==> config.mk <==
export PLATFORM = sky130hd
export DESIGN_NAME = cpq_cell
export DESIGN_NICKNAME = d
export VERILOG_FILES = /design/src/design/cpq_pkg.sv /design/src/design/cpq_cell.sv
export SDC_FILE = /design/constraint.sdc
export NUM_CORES = 1
export LEC_CHECK = 0
export BUFFER_PORTS_ARGS = -buffer_cell sky130_fd_sc_hd__buf_4
export CAP_MARGIN = 20
export CORE_AREA = 2 2 190 192
export DETAILED_ROUTE_END_ITERATION = 8
export DIE_AREA = 0 0 192 194
export GPL_TIMING_DRIVEN = 0
export PLACE_DENSITY = 0.75
export RECOVER_POWER = 100
export SLEW_MARGIN = 20
export SYNTH_ARGS = -nofsm -noshare
export SYNTH_HDL_FRONTEND = slang
export SYNTH_SLANG_ARGS = --single-unit
export TNS_END_PERCENT = 5
==> constraint.sdc <==
create_clock -name clock -period 11.68 [get_ports clock]
set_clock_uncertainty 0.1 [all_clocks]
set_input_delay 1.168 -clock clock [delete_from_list [all_inputs] [get_ports clock]]
set_output_delay 1.168 -clock clock [all_outputs]
set_load 0.005 [all_outputs]
==> src/design/cpq_pkg.sv <==
// Shared types, palette table and distance functions for the palette quantizer.
package cpq_pkg;

   localparam int CHAN_W = 8;
   localparam int DIST_W = 18;
   localparam int IDX_W  = 4;

   typedef logic [CHAN_W-1:0] chan_type;
   typedef logic [DIST_W-1:0] dist_type;
   typedef logic [IDX_W-1:0]  idx_type;

   typedef struct packed {
      chan_type red;
      chan_type green;
      chan_type blue;
   } rgb_type;

   // Everything that moves from one cell to the next.
   typedef struct packed {
      rgb_type  pixel;
      rgb_type  approx;
      dist_type dir_dist;
      idx_type  dir_idx;
      dist_type apx_dist;
      idx_type  apx_idx;
   } link_type;

   localparam chan_type LEVEL_0   = 8'd0;
   localparam chan_type LEVEL_85  = 8'd85;
   localparam chan_type LEVEL_170 = 8'd170;
   localparam chan_type LEVEL_255 = 8'd255;

   function automatic rgb_type palette_entry(input idx_type k);
      rgb_type c;
      case (k)
         4'd0:    c = '{8'd0,   8'd0,   8'd0};
         4'd1:    c = '{8'd0,   8'd0,   8'd128};
         4'd2:    c = '{8'd0,   8'd128, 8'd0};
         4'd3:    c = '{8'd0,   8'd128, 8'd128};
         4'd4:    c = '{8'd128, 8'd0,   8'd0};
         4'd5:    c = '{8'd128, 8'd0,   8'd128};
         4'd6:    c = '{8'd128, 8'd128, 8'd0};
         4'd7:    c = '{8'd192, 8'd192, 8'd192};
         4'd8:    c = '{8'd128, 8'd128, 8'd128};
         4'd9:    c = '{8'd0,   8'd0,   8'd255};
         4'd10:   c = '{8'd0,   8'd255, 8'd0};
         4'd11:   c = '{8'd0,   8'd255, 8'd255};
         4'd12:   c = '{8'd255, 8'd0,   8'd0};
         4'd13:   c = '{8'd255, 8'd0,   8'd255};
         4'd14:   c = '{8'd255, 8'd255, 8'd0};
         default: c = '{8'd255, 8'd255, 8'd255};
      endcase
      return c;
   endfunction

   function automatic logic [2*CHAN_W-1:0] sq_diff(input chan_type a, input chan_type b);
      chan_type d;
      d = (a > b) ? (a - b) : (b - a);
      return {{CHAN_W{1'b0}}, d} * {{CHAN_W{1'b0}}, d};
   endfunction

   function automatic dist_type dist3(input rgb_type p, input rgb_type q);
      return {2'b00, sq_diff(p.red, q.red)} + {2'b00, sq_diff(p.green, q.green)}
           + {2'b00, sq_diff(p.blue, q.blue)};
   endfunction

endpackage

==> src/design/cpq_cell.sv <==
// One search cell: holds a palette entry and updates both running minimums.
module cpq_cell #(
   parameter int INDEX = 0
) (
   input  logic              clock,
   input  logic              reset,
   input  logic              advance,
   input  logic              in_valid,
   input  cpq_pkg::link_type in_link,
   output logic              out_valid,
   output cpq_pkg::link_type out_link
);

   localparam cpq_pkg::idx_type ENTRY_IDX = cpq_pkg::idx_type'(INDEX);
   localparam cpq_pkg::rgb_type ENTRY     = cpq_pkg::palette_entry(ENTRY_IDX);

   logic              valid_ff;
   cpq_pkg::link_type link_ff, link_in;
   cpq_pkg::dist_type d_dir, d_apx;

   always_comb begin
      d_dir   = cpq_pkg::dist3(in_link.pixel, ENTRY);
      d_apx   = cpq_pkg::dist3(in_link.approx, ENTRY);
      link_in = in_link;
      // Strict compare keeps the lower index on ties.
      if (d_dir < in_link.dir_dist) begin
         link_in.dir_dist = d_dir;
         link_in.dir_idx  = ENTRY_IDX;
      end
      if (d_apx < in_link.apx_dist) begin
         link_in.apx_dist = d_apx;
         link_in.apx_idx  = ENTRY_IDX;
      end
   end

   always_ff @(posedge clock) begin
      if (reset) begin
         valid_ff <= 1'b0;
      end else if (advance) begin
         valid_ff <= in_valid;
      end
      if (advance) begin
         link_ff <= link_in;
      end
   end

   assign out_valid = valid_ff;
   assign out_link  = link_ff;

endmodule

# == After elaboration in Yosys (flattened, before gate mapping) ==
# Index checks and enable logic that the tools add are counted.
# totals
register_bits,93
output_inout_bits,93
word_cells,43
# op_classes
n_addsub,10
n_mul,6
n_lt_le_gt_ge,8
n_mux,8
# op_table
cell,n
8-bit by 8-bit multiplier with 16-bit output,6
8-bit by 1-bit > comparator with 1-bit output (second input constant),6
8-bit 2-to-1 mux,6
1-bit by 8-bit subtractor with 8-bit output (first input constant),6
22-bit 2-to-1 mux,2
17-bit by 16-bit adder with 18-bit output,2
18-bit less-than comparator,2
16-bit by 16-bit adder with 17-bit output,2

# == Longest topological paths before layout ==
# Gate-level depths: netlist (run 1).
# logic_depth
ltp_word,7
ltp_mapped,36
depth_no_buf,35

# == Worst setup path after synthesis (run 1) ==
# No wires, ideal clock.
# synth_path
kind,input -> register
startpoint,in in_link[60] (netlist bit)
endpoint,"reg link_ff, in the netlist out_link[17] (data pin)"
arrival_time_ns,9.006
setup_slack_ns,2.315
cell_stages,33
cell_sequence,inv_1 -> ha_1 -> nor4b_1 -> nand2_1 -> a31oi_1 -> nor2_1 -> nor2_1 -> inv_1 -> fa_1 -> inv_1 -> fa_1 -> inv_1 -> fa_1 -> inv_1 -> fa_1 -> fa_1 -> fa_1 -> inv_1 -> fa_1 -> inv_1 -> ha_1 -> and2_4 -> a221oi_2 -> a21oi_2 -> or4_1 -> o211ai_2 -> ha_1 -> and4_1 -> nand2_1 -> o211ai_1 -> a21o_1 -> clkbuf_1 -> mux2_2
# synth_rtl
item,line_no,rtl
"start, declared",cpq_cell.sv:9,"input cpq_pkg::link_type in_link,"
"end signal, assigned",cpq_cell.sv:43,link_ff <= link_in;
"end, declared",cpq_cell.sv:18,"cpq_pkg::link_type link_ff, link_in;"

==> results of run 1 <==
## tightest hold or removal path, stage by stage, from the launching register on
cell and delay (ns):
dfxtp_1 0.33, mux2i_1 0.06, nor2_1 0.07
## synthesized netlist by cell type (6+ instances only)
library cell	n	area [um^2]
inv_1	455	1710
fa_1	264	5290
ha_1	208	2600
nor2_1	95	357
edfxtp_1	92	2760
nand2_1	73	274
and2_1	69	432
a21oi_1	37	185
o21ai_0	28	140
clkbuf_1	26	97.6
a21o_1	20	150
mux2_2	17	191
xnor2_1	17	149
xor2_1	17	149
mux2_4	15	225
nor2b_1	14	87.6
nand3_1	10	50.1
nor3_1	10	50.1
mux2i_1	9	90.1
a31oi_1	8	50.1
nor4_1	6	37.5
## metal layers
layer  part of all wire, %  up-vias  track usage (%)
met1                    38     5530             23.2
li1                      -     5172                -
met2                    54      314             36.6
met5                     0        -                0
met3                   5.1       53             3.10
met4                   2.4        0             6.05
## registers in the layout, summed over array words and instances, names as in the netlist
register,flops
out_valid,1
out_link,92
## worst paths after layout
| check | start | depth (start not counted) | to |
|---|---|---|---|
| hold reg to reg | out_valid | 2 | out_valid |
| setup / recovery | in_link[68] | 33 | out_link[40] |
| setup reg to reg | out_valid | 2 | out_valid |
| hold / removal | out_valid | 2 | out_valid |
## layout make-up
class | count | area, um^2 | share of cell area, %
multi-input cells | 980 | 11000 | 62.2
well taps | 461 | 577 | 3.27
flip-flops and latches | 93 | 2780 | 15.8
clock inverters | 6 | 68.8 | 0.390
clock buffers | 10 | 229 | 1.30
plain buffers | 30 | 121 | 0.688
repair buffers | 188 | 1190 | 6.72
inverters | 456 | 1710 | 9.70
## logic make-up after synthesis
logic type / synth area share, %
simple gates: 9.62
compound gates: 5.12
xor+xnor: 1.90
buf+inv: 11.8
flops: 17.8
mux: 3.31
fa+ha+maj: 50.5
## per-stage QoR
stage	area, um^2	util (%)	instances	hold WS, ns	worst slack [ns]
5_1_grt	17700	50.1	2224	0.427	0.366
3_5_place_dp	17600	50.0	2208	0.390	0.947
2_1_floorplan	15600	-	1559	0.385	2.31
6_report	17700	50.1	2224	0.399	0.958
4_1_cts	17900	50.9	2224	0.407	1.33
3_3_place_gp	17600	50.0	2208	0.376	1.13
==> run metrics, run 1 <==
Slew Viols, Final 94; post-synth net total approximately 2,100; total grt overflow 0; first-pass GRT wire length between 50,000 and 60,000 um; initial antenna violation count 0; number of global-route vias before repair about 12,000; worst slew pin tran between 5 and 6 ns; Die Span Y about 190 um; post_cts resized 0; Crit Path Category in2reg; CTS Buffer Depth 2; fraction of layout cells with a size suffix above 1 10.3%; DRC errors left 0; hpwl dp approximately 30,000 um; cell count after synthesis 1,559; final-report setup violation count 0; Vias 11,069; Post-synth top flop edfxtp_1; DIE AREA ~37,000 um^2; Core Region roughly 35,000 um^2; Setup crit end kind flop; worst-skew pair later-pin latency about 0.38 ns; CTS H-Tree Depth 3; FMAX a little over 0.09 GHz; number of synthesized flops with an enable pin 92; Crit path max-delay family adder cells; max_cap viols 1; Synth Register Bits between 90 and 100; Routed WL per cell roughly 16 um; Hold-fix buffers, CTS 0; root buf cell clkbuf_16; Worst-path clk slew roughly 0.080 ns; TritonCTS clock tree done; n_diodes 0; nets@finish between 2,000 and 2,500; Post-CTS Setup Inserts 0; relative slew slack -256%; Num CTS Buffers 9; RSZ-0062 raised after global routing false; Hold Crit Class reg2reg; Global Route Usage Sum approximately a fifth; I/O Buffers around 190; Avg Inst Size Synth around 10 um^2; Slowest-stage cell, CP fa_1; sequential cell area fraction in the yosys report ~18%; failing checks capacitance limit, slew limit; final worst-path cycle share between 90% and 100%; FP Rows roughly 70; WP buf/inv 8; DRT antenna net count 0; TNS Setup 0 ns; Slowest Stage Delay on Critical Path between 0.5 and 0.6 ns; Synth async-reset ratio 0%; crit-path most repeated cell fa_1; critical path arrival ~11 ns; drt total wl 34,900 um; RePlAce Congestion ~0.86; status finished with violations; CTS sink count 93; count of cell types in the netlist 56; largest net degree at the start of global routing 94; DRT iter0 DRCs between 500 and 600; io pins 189; Period minus WS final 10.72 ns; FILL cells between 3,000 and 4,000; DRT Pass-1 Iters 6; crit-path max FO 11; Die X 192 um; most frequent cells in the layout 455 x inv_1, 264 x fa_1, 208 x ha_1, 95 x nor2_1, 92 x edfxtp_1; synthesized area 15,600 um^2; register-to-register setup slack approximately 11 ns; number of synthesis warnings 0; most common cell after layout, fill and taps aside inv_1; Initial Utilization around 44%; Hold Violations, Final 0; Via-to-Cell Ratio roughly 5.0; synthesis-to-finish area growth 12.9%; Startpoint Class primary input; Worst Path Required 11.72 ns
Power of run 1 is not shown: default switching activity piles up to over one toggle a cycle in this logic, so the estimate is an artifact.
==> run 2: changes to the inputs <==
--- a/config.mk
+++ b/config.mk
@@ -5,11 +5,12 @@
 export SDC_FILE = /design/constraint.sdc
 export NUM_CORES = 1
 export LEC_CHECK = 0
+export ABC_AREA = 1
 export BUFFER_PORTS_ARGS = -buffer_cell sky130_fd_sc_hd__buf_4
 export CAP_MARGIN = 20
-export CORE_AREA = 2 2 190 192
+export CORE_AREA = 2 2 194 196
 export DETAILED_ROUTE_END_ITERATION = 8
-export DIE_AREA = 0 0 192 194
+export DIE_AREA = 0 0 196 198
 export GPL_TIMING_DRIVEN = 0
 export PLACE_DENSITY = 0.75
 export RECOVER_POWER = 100
==> run metrics, run 2 <==
crit-path max FO 11 (unchanged); WP buf/inv 10 (+2); sequential cell area fraction in the yosys report 17.0% (-0.79 points); synth top area cells fa_1 32%, edfxtp_1 17%, ha_1 16%; drt total wl 37,000 um (+5.9%); Vias 12,242 (+11%); area occupied by multi-input gates 11,000 um^2 (+0.14%); Setup crit end kind flop; DRT Pass-1 Iters 5 (-1); I/O Buffers 188 (unchanged); root buf cell clkbuf_16; Worst Path Required 11.82 ns (+0.10 ns); Crit Path Category in2reg; Num CTS Buffers 9 (unchanged); FILL cells 3,486 (+6.3%); Via-to-Cell Ratio 4.73 (-5.0%); RePlAce Congestion 0.899 (+5.0%); post-synth net total 2,479 (+17%); relative slew slack -250% (+6.2 points); Hold Violations, Final 0 (unchanged); area share of the largest cell type after synthesis 32.3% (-1.5 points); Slew Viols, Final 94 (unchanged); crit-path most repeated cell nand2_1; hpwl dp 32,200 um (+8.4%); number of synthesized flops with an enable pin 92 (unchanged); failing checks capacitance limit, slew limit; first-pass GRT wire length 61,200 um (+6.9%); status finished with violations; Synth async-reset ratio 0% (unchanged); Slowest Stage Delay on Critical Path 0.58 ns (about the same); FF+latch area 2780 um^2 (unchanged); synthesis-to-finish area growth 12.8%; Core Region 37,000 um^2 (+4.9%); Crit path max-delay family adder cells; cell count after synthesis 1,911 (+23%); Synth Register Bits 93 (unchanged); TritonCTS clock tree done; CTS H-Tree Depth 3 (unchanged); count leader, synth inv_1; final-report setup violation count 0 (unchanged); post_cts resized 0 (unchanged); Initial Utilization 44.3% (-0.10 points); Synth area leader fa_1; nets@finish 2,678 (+15%); Routed WL per cell 14.3 um (-9.0%); commonest cells in the netlist 610 x inv_1, 370 x nand2_1, 264 x fa_1; Die X 196 um (+2.1%); initial antenna violation count 3 (+3); largest net degree at the start of global routing 94 (unchanged); Worst-path clk slew 0.07 ns (about the same); DRT iter0 DRCs 607 (+13%); number of synthesis warnings 0 (unchanged); Die Span Y 198 um (+2.1%); Startpoint Class primary input; Hold-fix buffers, CTS 0 (unchanged); CTS sink count 93 (unchanged); total grt overflow 0 (unchanged); count of cell types in the netlist 43 (-23%); Post-synth top flop edfxtp_1; most common cell after layout, fill and taps aside inv_1; most frequent cells in the layout 610 x inv_1, 372 x nand2_1, 264 x fa_1, 208 x ha_1, 116 x nor2_1; DRT antenna net count 0 (unchanged); synthesized area 16,400 um^2 (+4.7%); fraction of layout cells with a size suffix above 1 10.8% (+0.51 points); FMAX 0.100 GHz (+7.4%); Largest register FFs 92 (unchanged); worst-skew pair later-pin latency 0.38 ns (about the same); TNS Setup 0 ns (unchanged); DRC errors left 0 (unchanged); number of global-route vias before repair 12,699 (+7.0%); max_cap viols 1 (unchanged); Post-CTS Setup Inserts 0 (unchanged); final worst-path cycle share 85.5% (-6.3 points); FP Rows 71 (+2.9%); Hold Crit Class reg2reg; Global Route Usage Sum 20.0% (+0.24 points); Avg Inst Size Synth 8.56 um^2 (-15%); critical path arrival 10.12 ns (-0.64 ns); RSZ-0062 raised after global routing false; DIE AREA 38,800 um^2 (+4.2%); Slowest-stage cell, CP clkbuf_1; io pins 189 (unchanged); Period minus WS final 9.98 ns (-0.739 ns); worst slew pin tran 5.25 ns (-0.0927 ns); CTS Buffer Depth 2 (unchanged)
-- run 2: changes by cell type after synthesis, sizes merged, moves of 19 or more --
cell,change
and2,-62
buf,+19
inv,+173
mux2,-33
nand2,+309
nand3,+28
nor2,+33
-- run 2: logic make-up (layout without fill, tap and decap cells) --
logic type / count (synthesis) / count (layout) / share of synthesized area (%)
other: 0 / 1 / 0
AND/OR/NAND/NOR: 585 / 585 / 15.1
adder cells (fa/ha/maj): 472 / 472 / 48.2
XOR/XNOR: 22 / 22 / 1.18
multiplexers: 1 / 1 / 0.0612
AO/OA/AOI/OAI: 75 / 75 / 2.78
buffers and inverters: 663 / 867 / 15.7
flip-flops: 93 / 93 / 17.0
-- run 2: final timing paths --
path,startpoint,endpoint,cells after the start,slack (ns)
max,in_link[68],out_link[42],36,1.70
min,out_valid,out_valid,2,0.41
max reg2reg,out_valid,out_valid,2,10.90
min reg2reg,out_valid,out_valid,2,0.41
-- run 2: final cells by class --
cell class,count,area share [%]
Inverter,630,12.8
Antenna cell,1,0.0136
Multi-Input combinational cell,1155,59.6
Clock buffer,10,1.24
Tap cell,474,3.21
Timing Repair Buffer,188,6.59
Clock inverter,6,0.468
Sequential cell,93,15.1
Buffer,33,1.00
-- run 2: tightest hold or removal path, stage by stage, from the launching register on --
cell	delay, ns
dfxtp_1	0.34
mux2i_1	0.07
nor2_1	0.07
-- run 2: metal layers --
layer	track usage, %	part of all wire (%)	vias up
li1	-	-	5932
met1	27.3	46	5960
met2	32.6	47	307
met3	3.59	5.8	39
met4	6.03	1.9	4
met5	0	0.062	-
-- run 2: metrics by stage --
step           std cells  hold WS [ns]  setup slack [ns]  utilization [%]  cell area (um^2)
3_5_place_dp        2573         0.400              2.43             49.7             18400
3_3_place_gp        2573         0.376              2.56             49.7             18400
6_report            2590         0.412              1.70             49.9             18500
2_1_floorplan       1911         0.385              3.40                -             16400
4_1_cts             2589         0.421              2.82             50.6             18700
5_1_grt             2589         0.443              1.19             49.9             18500
Power of run 2 is left out for the same reason.
